===== src/hdl/tcw_pkg.sv =====
// Shared types, field widths and codes for the text console writer.
package tcw_pkg;

    localparam int DEF_COLUMNS = 80;
    localparam int DEF_ROWS    = 25;

    localparam int OP_W   = 2;
    localparam int CHAR_W = 8;
    localparam int ATTR_W = 8;
    localparam int IDX_W  = 11;
    localparam int CELL_W = 16;
    localparam int COL_W  = 7;
    localparam int ROW_W  = 5;

    // attribute 0x00, space
    localparam logic [CELL_W-1:0] BLANK_CELL = 16'h0020;
    localparam logic [CELL_W-1:0] CLEAR_CELL = 16'h0000;

    typedef enum logic [OP_W-1:0] {
        OP_PUT     = 2'd0,
        OP_NEWLINE = 2'd1,
        OP_READ    = 2'd2,
        OP_NOP     = 2'd3
    } op_t;

    typedef struct packed {
        op_t               op;
        logic [CHAR_W-1:0] char_code;
        logic [ATTR_W-1:0] attribute;
        logic [IDX_W-1:0]  cell_index;
    } cmd_t;

    typedef struct packed {
        logic [CELL_W-1:0] cell_data;
        logic [COL_W-1:0]  cursor_column;
        logic [ROW_W-1:0]  cursor_line;
    } rsp_t;

    typedef enum logic [2:0] {
        ST_CLEAR,
        ST_IDLE,
        ST_SCROLL,
        ST_BLANK,
        ST_DONE
    } state_t;

endpackage


===== src/hdl/tcw_ctrl.sv =====
// Sequencer: cursor, command decode, clear pass and scroll sweep over the cell RAM.
module tcw_ctrl import tcw_pkg::*; #(
    parameter int COLUMNS = DEF_COLUMNS,
    parameter int ROWS    = DEF_ROWS
) (
    input  logic                                clk,
    input  logic                                rst_n,
    input  logic                                cmd_valid,
    output logic                                cmd_ready,
    input  cmd_t                                cmd,
    output logic                                done_valid,
    input  logic                                done_ready,
    output rsp_t                                done,
    output logic                                wr_en,
    output logic [$clog2(COLUMNS*ROWS)-1:0]     wr_addr,
    output logic [CELL_W-1:0]                   wr_data,
    output logic                                rd_en,
    output logic [$clog2(COLUMNS*ROWS)-1:0]     rd_addr,
    input  logic [CELL_W-1:0]                   rd_data
);

    localparam int CELL_COUNT = COLUMNS * ROWS;
    localparam int ADDR_W     = $clog2(CELL_COUNT);
    localparam int CMP_W      = ((ADDR_W >= IDX_W) ? ADDR_W : IDX_W) + 1;

    localparam logic [ADDR_W-1:0] LAST_ADDR  = ADDR_W'(CELL_COUNT - 1);
    localparam logic [ADDR_W-1:0] SCROLL_END = ADDR_W'(CELL_COUNT - COLUMNS);
    localparam logic [ADDR_W-1:0] ROW_STRIDE = ADDR_W'(COLUMNS);
    localparam logic [COL_W-1:0]  COL_LAST   = COL_W'(COLUMNS - 1);
    localparam logic [ROW_W-1:0]  ROW_LAST   = ROW_W'(ROWS - 1);
    localparam logic [CMP_W-1:0]  CELL_LIMIT = CMP_W'(CELL_COUNT);

    state_t             state_reg, state_next;
    logic [ADDR_W-1:0]  cnt_reg, cnt_next;
    logic [ADDR_W-1:0]  pend_addr_reg, pend_addr_next;
    logic               pend_reg, pend_next;
    logic               rd_sel_reg, rd_sel_next;
    logic [COL_W-1:0]   col_reg, col_next;
    logic [ROW_W-1:0]   row_reg, row_next;

    logic [ADDR_W-1:0]  cnt_step;
    logic [ADDR_W-1:0]  cursor_addr;
    logic               line_end;
    logic               in_range;

    assign cnt_step    = cnt_reg + ADDR_W'(1);
    assign cursor_addr = ADDR_W'(row_reg) * ROW_STRIDE + ADDR_W'(col_reg);
    assign line_end    = (cmd.op == OP_NEWLINE) || ((cmd.op == OP_PUT) && (col_reg == COL_LAST));
    assign in_range    = CMP_W'(cmd.cell_index) < CELL_LIMIT;

    always_ff @(posedge clk or negedge rst_n)
    begin
        if (!rst_n)
        begin
            state_reg     <= ST_CLEAR;
            cnt_reg       <= '0;
            pend_addr_reg <= '0;
            pend_reg      <= 1'b0;
            rd_sel_reg    <= 1'b0;
            col_reg       <= '0;
            row_reg       <= '0;
        end
        else
        begin
            state_reg     <= state_next;
            cnt_reg       <= cnt_next;
            pend_addr_reg <= pend_addr_next;
            pend_reg      <= pend_next;
            rd_sel_reg    <= rd_sel_next;
            col_reg       <= col_next;
            row_reg       <= row_next;
        end
    end

    always_comb
    begin
        state_next     = state_reg;
        cnt_next       = cnt_reg;
        pend_addr_next = pend_addr_reg;
        pend_next      = 1'b0;
        rd_sel_next    = rd_sel_reg;
        col_next       = col_reg;
        row_next       = row_reg;
        cmd_ready      = 1'b0;
        wr_en          = 1'b0;
        wr_addr        = cnt_reg;
        wr_data        = CLEAR_CELL;
        rd_en          = 1'b0;
        rd_addr        = cnt_reg + ROW_STRIDE;

        case (state_reg)
            ST_CLEAR:
            begin
                wr_en = 1'b1;
                if (cnt_reg == LAST_ADDR)
                begin
                    cnt_next   = '0;
                    state_next = ST_IDLE;
                end
                else
                begin
                    cnt_next = cnt_step;
                end
            end

            ST_IDLE:
            begin
                cmd_ready = 1'b1;
                if (cmd_valid)
                begin
                    rd_sel_next = 1'b0;
                    state_next  = ST_DONE;
                    case (cmd.op)
                        OP_PUT:
                        begin
                            wr_en    = 1'b1;
                            wr_addr  = cursor_addr;
                            wr_data  = {cmd.attribute, cmd.char_code};
                            col_next = col_reg + COL_W'(1);
                        end
                        OP_READ:
                        begin
                            if (in_range)
                            begin
                                rd_en       = 1'b1;
                                rd_addr     = ADDR_W'(cmd.cell_index);
                                rd_sel_next = 1'b1;
                            end
                        end
                        default:
                        begin
                        end
                    endcase
                    if (line_end)
                    begin
                        col_next = '0;
                        if (row_reg == ROW_LAST)
                        begin
                            state_next = ST_SCROLL;
                        end
                        else
                        begin
                            row_next = row_reg + ROW_W'(1);
                        end
                    end
                end
            end

            // copy cell i+COLUMNS to cell i; each write follows its read in the next cycle
            ST_SCROLL:
            begin
                wr_en   = pend_reg;
                wr_addr = pend_addr_reg;
                wr_data = rd_data;
                if (cnt_reg == SCROLL_END)
                begin
                    state_next = ST_BLANK;
                end
                else
                begin
                    rd_en          = 1'b1;
                    pend_next      = 1'b1;
                    pend_addr_next = cnt_reg;
                    cnt_next       = cnt_step;
                end
            end

            ST_BLANK:
            begin
                wr_en   = 1'b1;
                wr_data = BLANK_CELL;
                if (cnt_reg == LAST_ADDR)
                begin
                    cnt_next   = '0;
                    state_next = ST_DONE;
                end
                else
                begin
                    cnt_next = cnt_step;
                end
            end

            ST_DONE:
            begin
                if (done_ready)
                begin
                    state_next = ST_IDLE;
                end
            end

            default:
            begin
                state_next = ST_IDLE;
            end
        endcase
    end

    assign done_valid         = (state_reg == ST_DONE);
    assign done.cell_data     = rd_sel_reg ? rd_data : CLEAR_CELL;
    assign done.cursor_column = col_reg;
    assign done.cursor_line   = row_reg;

endmodule


===== config.mk =====
export PLATFORM = sky130hd
export DESIGN_NAME = tcw_ctrl
export DESIGN_NICKNAME = d
export VERILOG_FILES = /design/src/hdl/tcw_pkg.sv /design/src/hdl/tcw_ctrl.sv
export SDC_FILE = /design/constraint.sdc
export NUM_CORES = 1
export LEC_CHECK = 0
export ABC_AREA = 0
export BUFFER_PORTS_ARGS = -buffer_cell sky130_fd_sc_hd__buf_2
export CAP_MARGIN = 10
export CORE_MARGIN = 4
export CORE_UTILIZATION = 53
export DETAILED_ROUTE_END_ITERATION = 10
export PLACE_DENSITY_LB_ADDON = 0.25
export SLEW_MARGIN = 30
export SYNTH_ARGS = -nofsm -noshare
export SYNTH_HDL_FRONTEND = slang
export SYNTH_SLANG_ARGS = --single-unit
export TNS_END_PERCENT = 10

===== constraint.sdc =====
create_clock -name clk -period 6.9 [get_ports clk]
set_input_delay 0.69 -clock clk [delete_from_list [all_inputs] [get_ports clk]]
set_output_delay 0.69 -clock clk [all_outputs]
set_load 0.03 [all_outputs]

==> results of run 1 <==
## metal layers
| metal | track usage, % | vias to the layer above | share of wire [%] |
|---|---|---|---|
| met4 | 8.660 | 0 | 1.9 |
| met1 | 31.05 | 1391 | 40 |
| met3 | 4.989 | 22 | 11 |
| met5 | 0 | - | 0 |
| li1 | - | 1392 | - |
| met2 | 43.67 | 151 | 47 |
## synth_stat cells, types with 3 or more instances
master	number
nand2b_1	4
xnor2_1	13
mux2_2	15
clkbuf_1	11
dfrtp_1	39
a21oi_1	8
xor2_1	8
nor3_1	3
nand3_1	15
a22o_1	15
nand4_1	9
nor2b_1	4
nor2_1	20
and2_1	17
inv_1	16
a21o_1	6
nand2_1	23
ha_1	16
o21ai_0	22
a222oi_1	8
buf_2	8
## critical path, stage by stage, from the launching register on
cell and delay, ns:
dfrtp_1 0.53, nand4bb_1 0.44, or3b_1 0.48, nor2_2 0.53
mux2_2 0.40, buf_2 0.18
## per-stage QoR
step / setup slack, ns / area, sq um / total power [mW] / hold WS [ns] / cells
2_1_floorplan: 3.384 / 2954 / 0.2348 / 0.3944 / 326
6_report: 3.351 / 3645 / 0.4226 / 0.3595 / 501
5_1_grt: 3.159 / 3645 / 0.4403 / 0.3875 / 501
4_1_cts: 3.105 / 3640 / 0.4251 / 0.5144 / 501
3_3_place_gp: 3.347 / 3535 / 0.2552 / 0.4889 / 493
3_5_place_dp: 3.259 / 3540 / 0.2558 / 0.4969 / 493
## worst max-delay path by stage
stage / start / end / slack, ns / depth (start not counted)
finish: state_reg[2] / rd_addr[5] / 3.35 / 5
detailed placement: cmd_valid / rd_addr[2] / 3.26 / 6
global placement: cmd_valid / rd_addr[2] / 3.35 / 6
floorplan: row_reg[1] / wr_addr[10] / 3.38 / 8
CTS: state_reg[2] / rd_addr[2] / 3.10 / 5
global route: state_reg[2] / rd_addr[2] / 3.16 / 5
## final cells by class
| cell class | count | area, sq um | area share, % |
|---|---|---|---|
| multi-input cells | 249 | 1821 | 49.95 |
| repair buffers | 119 | 600.6 | 16.48 |
| clock buffers | 8 | 100.1 | 2.746 |
| flip-flops and latches | 39 | 975.9 | 26.78 |
| well taps | 70 | 87.58 | 2.403 |
| inverters | 16 | 60.06 | 1.648 |
## cell families after synthesis
family                   count (synthesis)  synth area share (%)
AO/OA/AOI/OAI                           78                 19.06
XOR/XNOR                                21                 6.226
adder cells (fa/ha/maj)                 18                 8.132
flip-flops                              39                 33.04
AND/OR/NAND/NOR                        115                 21.47
buffers and inverters                   38                 5.676
multiplexers                            17                 6.396
## power groups by stage
stage / registers (mW) / clock network [mW] / logic, mW
after floorplan: 0.233 / 0 / 0.00182
after global placement: 0.233 / 0 / 0.0223
after detailed placement: 0.233 / 0 / 0.0229
after CTS: 0.228 / 0.174 / 0.0229
after global routing: 0.228 / 0.187 / 0.0253
final: 0.228 / 0.171 / 0.0230
==> metrics.md, run 1 <==
| Metric | Value |
|---|---|
| Psw | `0.09267 mW` |
| Crit end category | `output port` |
| Number of placement rows | `26` |
| Final estimated routing congestion in global placement | `0.8945` |
| Synth top area share | `33.04%` |
| Post-CTS Setup Inserts | `0` |
| Ys async rst share | `100.0%` |
| Utilization after layout | `69.59%` |
| I/O Buffers | `118` |
| Final TNS setup | `0 ns` |
| Vias | `2956` |
| Core ar. | `0.005238 sq mm` |
| Max-Cap Viols | `0` |
| CTS resizes | `0` |
| EDFF count, synth | `0` |
| Mapped Area | `0.002954 sq mm` |
| Hpwl dp | `6.536 mm` |
| Die ar. | `0.006832 sq mm` |
| Top_reg_cell synth | `dfrtp_1` |
| Antenna fix cells | `0` |
| Worst slew pin tran | `0.8626 ns` |
| Starting DRC count in detailed routing | `259` |
| # IOs | `119` |
| Synthesized flop and latch total | `39` |
| FF-to-FF setup slack | `4.44 ns` |
| Part of the power in registers | `54.0%` |
| Worst Path Required | `6.21 ns` |
| Initial core utilization | `56.40%` |
| Max VDD drop | `0.09097 mV` |
| WP data arrival | `2.86 ns` |
| CTS tree | `built` |
| Die height | `82.66 um` |
| First-pass GRT wire length | `13.16 mm` |
| Hold_buf cts | `0` |
| Clock sinks | `39` |
| Layout Nets | `497` |
| Yosys cell types | `55` |
| Antenna violations before repair | `0` |
| Combinational Power Share | `5.4%` |
| Post-synth top area cell | `dfrtp_1` |
| Setup violators final | `0` |
| Routed Antenna Nets | `0` |
| GRT Resource Usage Total | `25.15%` |
| Longest Clk Path Bufs | `2` |
| Root Buffer | `clkbuf_8` |
| Vias/cell | `5.900` |
| Clock Latency Late Sink | `0.29 ns` |
| DRC | `0` |
| LEAKAGE | `1.967 nW` |
| CP startpoint kind | `flip-flop` |
| Final hold violations | `0` |
| Pins Over Slew Limit | `0` |
| H-Tree Depth | `2` |
| Commonest cells after routing, fill and taps aside | `buf_2 (117), dfrtp_1 (39), nand2_1 (23)` |
| Pwr dens | `116.0 mW/mm^2` |
| Fill cells | `436` |
| Minimum clock period | `3.549 ns` |
| Max Freq | `281.8 MHz` |
| Synth Warn # | `0` |
| First-pass DRT Iterations | `7` |
| Clock skew | `0.005426 ns` |
| Net Count, Synth | `393` |
| Commonest non-fill, non-tap cell in the layout | `buf_2` |
| WL final | `8.532 mm` |
| Worst R2R Start | `state_reg[0]` |
| Reg2reg path depth | `4` |
| Vias in the first global route | `2765` |
| Clk pwr share | `40.5%` |
| Area Growth Syn to Fin | `23.38%` |
| Max-slew headroom | `41.97%` |
| R2r endpoint | `pend_addr_reg[2]` |
| Cell Int Power | `0.3300 mW` |
| CTS clock-pin slew for the worst setup and hold paths | `0.08 ns` |
| Sw frac | `21.93%` |
| Sequential element share of the synthesized area | `33.04%` |
| Die X | `82.66 um` |
| Status | `finished, final reports clean` |
| RSZ-0062 raised after global routing | `false` |
| Worst Path Max Fanout | `20` |
| Share of cells above drive strength 1 | `35.03%` |
| Final Cycle Share | `51.43%` |
| Syn Inst Count | `326` |
| Wire length per cell | `17.03 um` |
| Hold Crit Class | `in -> async` |
| Mean Syn Cell Area | `9.062 sq um` |
| Synth area leaders | `dfrtp_1 (33%), ha_1 (6.8%), mux2_2 (5.7%)` |
| CTS buffer count | `5` |
| Grt ovf | `0` |
| Largest net degree at the start of global routing | `40` |
| CP Class | `reg -> out` |
Power figures use the tool's default switching activity.
==> run 2: changes to the inputs <==
Settings changed: CORE_UTILIZATION 53 to 44.
Clock period 6.9 ns to 3.2 ns, I/O delays scaled along.
==> run 2 against run 1 <==
The flow now finishes with violations (negative hold slack). Global-route usage decreased by 4.9 points. Wire length decreased by 2.1%. Clock skew decreased by 0.0035 ns. Combinational power increased by 120%. Core utilization decreased by 11 points. Critical path type unchanged. Largest cell class unchanged. Highest routed layer unchanged.
==> metrics.md, run 2 (synthesized netlist as in run 1, its figures left out) <==
| Metric | Value |
|---|---|
| GRT Resource Usage Total | `20.25% (-4.9 points)` |
| FF-to-FF setup slack | `0.93 ns (-3.51 ns)` |
| # IOs | `119 (unchanged)` |
| Worst path cell trace | `ha_1, ha_1, fa_1, xor2_2, nand4_1, xor2_1, xnor2_1, o21ai_0, buf_2` |
| First-pass GRT wire length | `13.68 mm (+3.9%)` |
| Final worst setup slack | `0.1654 ns (-3.186 ns)` |
| I/O Buffers | `118 (unchanged)` |
| Worst Path Required | `2.88 ns (-3.33 ns)` |
| Hold Crit Class | `in -> async` |
| CP startpoint | `row_reg[1]` |
| Final estimated routing congestion in global placement | `0.8287 (-7.4%)` |
| Max Freq | `329.5 MHz` |
| Clock sinks | `39 (unchanged)` |
| Crit end category | `output port` |
| CTS buffer count | `5 (unchanged)` |
| Placed Area | `0.003588 sq mm (+1.4%)` |
| R2r endpoint | `cnt_reg[9]` |
| Largest net degree at the start of global routing | `40 (unchanged)` |
| Placed cells | `506 (+2.6%)` |
| Reg2reg path depth | `6 (+2)` |
| Die X | `89.94 um (+8.8%)` |
| Vias/cell | `5.617 (-4.8%)` |
| Die ar. | `0.008088 sq mm (+18%)` |
| Setup violators final | `0 (unchanged)` |
| Most frequent CP cell | `ha_1` |
| Max stage delay on crit path | `0.48 ns (-0.05 ns)` |
| WL final | `8.357 mm (-2.1%)` |
| Final hold violations | `33 (+33)` |
| CTS resizes | `0 (unchanged)` |
| Max VDD drop | `0.1926 mV (+110%)` |
| Routed Antenna Nets | `0 (unchanged)` |
| Worst Path Max Fanout | `8 (-60%)` |
| WP data arrival | `2.71 ns (-0.15 ns)` |
| Area Growth Syn to Fin | `26.47%` |
| Commonest cells after routing, fill and taps aside | `buf_2 (117), dfrtp_1 (38), nand2_1 (23)` |
| Status | `finished with violations` |
| CP delay by family, top | `adder cells` |
| Vias | `2887 (-2.3%)` |
| Pwr dens | `277.6 mW/mm^2 (+140%)` |
| Final TNS setup | `0 ns (unchanged)` |
| Vias in the first global route | `2703 (-2.2%)` |
| Clock Latency Late Sink | `0.29 ns (about the same)` |
| Share of cells above drive strength 1 | `36.38% (+1.3 points)` |
| Root Buffer | `clkbuf_8` |
| LEAKAGE | `2.010 nW (+2.2%)` |
| Max-slew headroom | `46.29% (+4.3 points)` |
| Worst R2R Start | `cnt_reg[4]` |
| CP startpoint kind | `flip-flop` |
| Longest Clk Path Bufs | `2 (unchanged)` |
| Commonest non-fill, non-tap cell in the layout | `buf_2` |
| Failing checks | `negative hold slack` |
| Starting DRC count in detailed routing | `246 (-5.0%)` |
| CP Class | `reg -> out` |
| Initial core utilization | `46.00% (-10 points)` |
| Worst slew pin tran | `0.7983 ns (-0.06422 ns)` |
| Post-layout instance area | `0.003736 sq mm (+2.5%)` |
| Pins Over Slew Limit | `0 (unchanged)` |
| Crit path buf inv count | `1 (unchanged)` |
| DRC | `0 (unchanged)` |
| Max-Cap Viols | `0 (unchanged)` |
| Hold_buf cts | `0 (unchanged)` |
| CTS tree | `built` |
| Die height | `89.94 um (+8.8%)` |
| Layout Nets | `503 (+1.2%)` |
| Antenna violations before repair | `0 (unchanged)` |
| Final Total Pwr | `1.037 mW (+150%)` |
| Final Cycle Share | `94.83%` |
| Post-CTS Setup Inserts | `0 (unchanged)` |
| Number of placement rows | `29 (+12%)` |
| Utilization after layout | `58.17% (-11 points)` |
| Hpwl dp | `6.532 mm (about the same)` |
| Clock skew | `0.001889 ns (-0.003537 ns)` |
| Core ar. | `0.006422 sq mm (+23%)` |
| Final hold slack | `-0.01791 ns (-0.3774 ns)` |
| Pre-CTS setup slack | `0.4249 ns (-2.834 ns)` |
| Antenna fix cells | `0 (unchanged)` |
| Non-filler cells, final | `514 (+2.6%)` |
| CTS clock-pin slew for the worst setup and hold paths | `0.08 ns (about the same)` |
| CP max-delay cell | `dfrtp_2` |
| H-Tree Depth | `2 (unchanged)` |
| First-pass DRT Iterations | `6 (-1)` |
| Wire length per cell | `16.26 um (-4.5%)` |
| Minimum clock period | `3.035 ns` |
| Grt ovf | `0 (unchanged)` |
[run 2: layout make-up]
type,count,area (sq um)
clock buffer,5,68.82
clock inverter,3,67.56
fill,579,2686
inverter,16,60.06
multi-input combinational,249,1821
sequential,39,977.2
tap,77,96.34
timing repair buffer,125,645.6
[run 2: per-layer routing]
metal	vias up	routed length [um]	GRT usage (%)
met4	0	80	4.974
met2	130	3991	34.84
met3	7	595	3.673
met5	-	0	0
met1	1351	3688	26.41
li1	1399	-	-
[run 2: where the power goes]
group / switching (mW) / internal [mW]
clock: 0.185 / 0.311
sequential: 0 / 0.492
combinational: 0.0272 / 0.0222
total: 0.212 / 0.825
[run 2: worst max path at each step]
stage	end	cells after the start	slack, ns
2_1_floorplan	wr_addr[10]	8	0.05
5_1_grt	wr_addr[10]	9	-0.001
4_1_cts	wr_addr[10]	9	0.09
6_report	wr_addr[10]	9	0.17
3_5_place_dp	wr_addr[10]	9	0.42
3_3_place_gp	wr_addr[10]	9	0.48
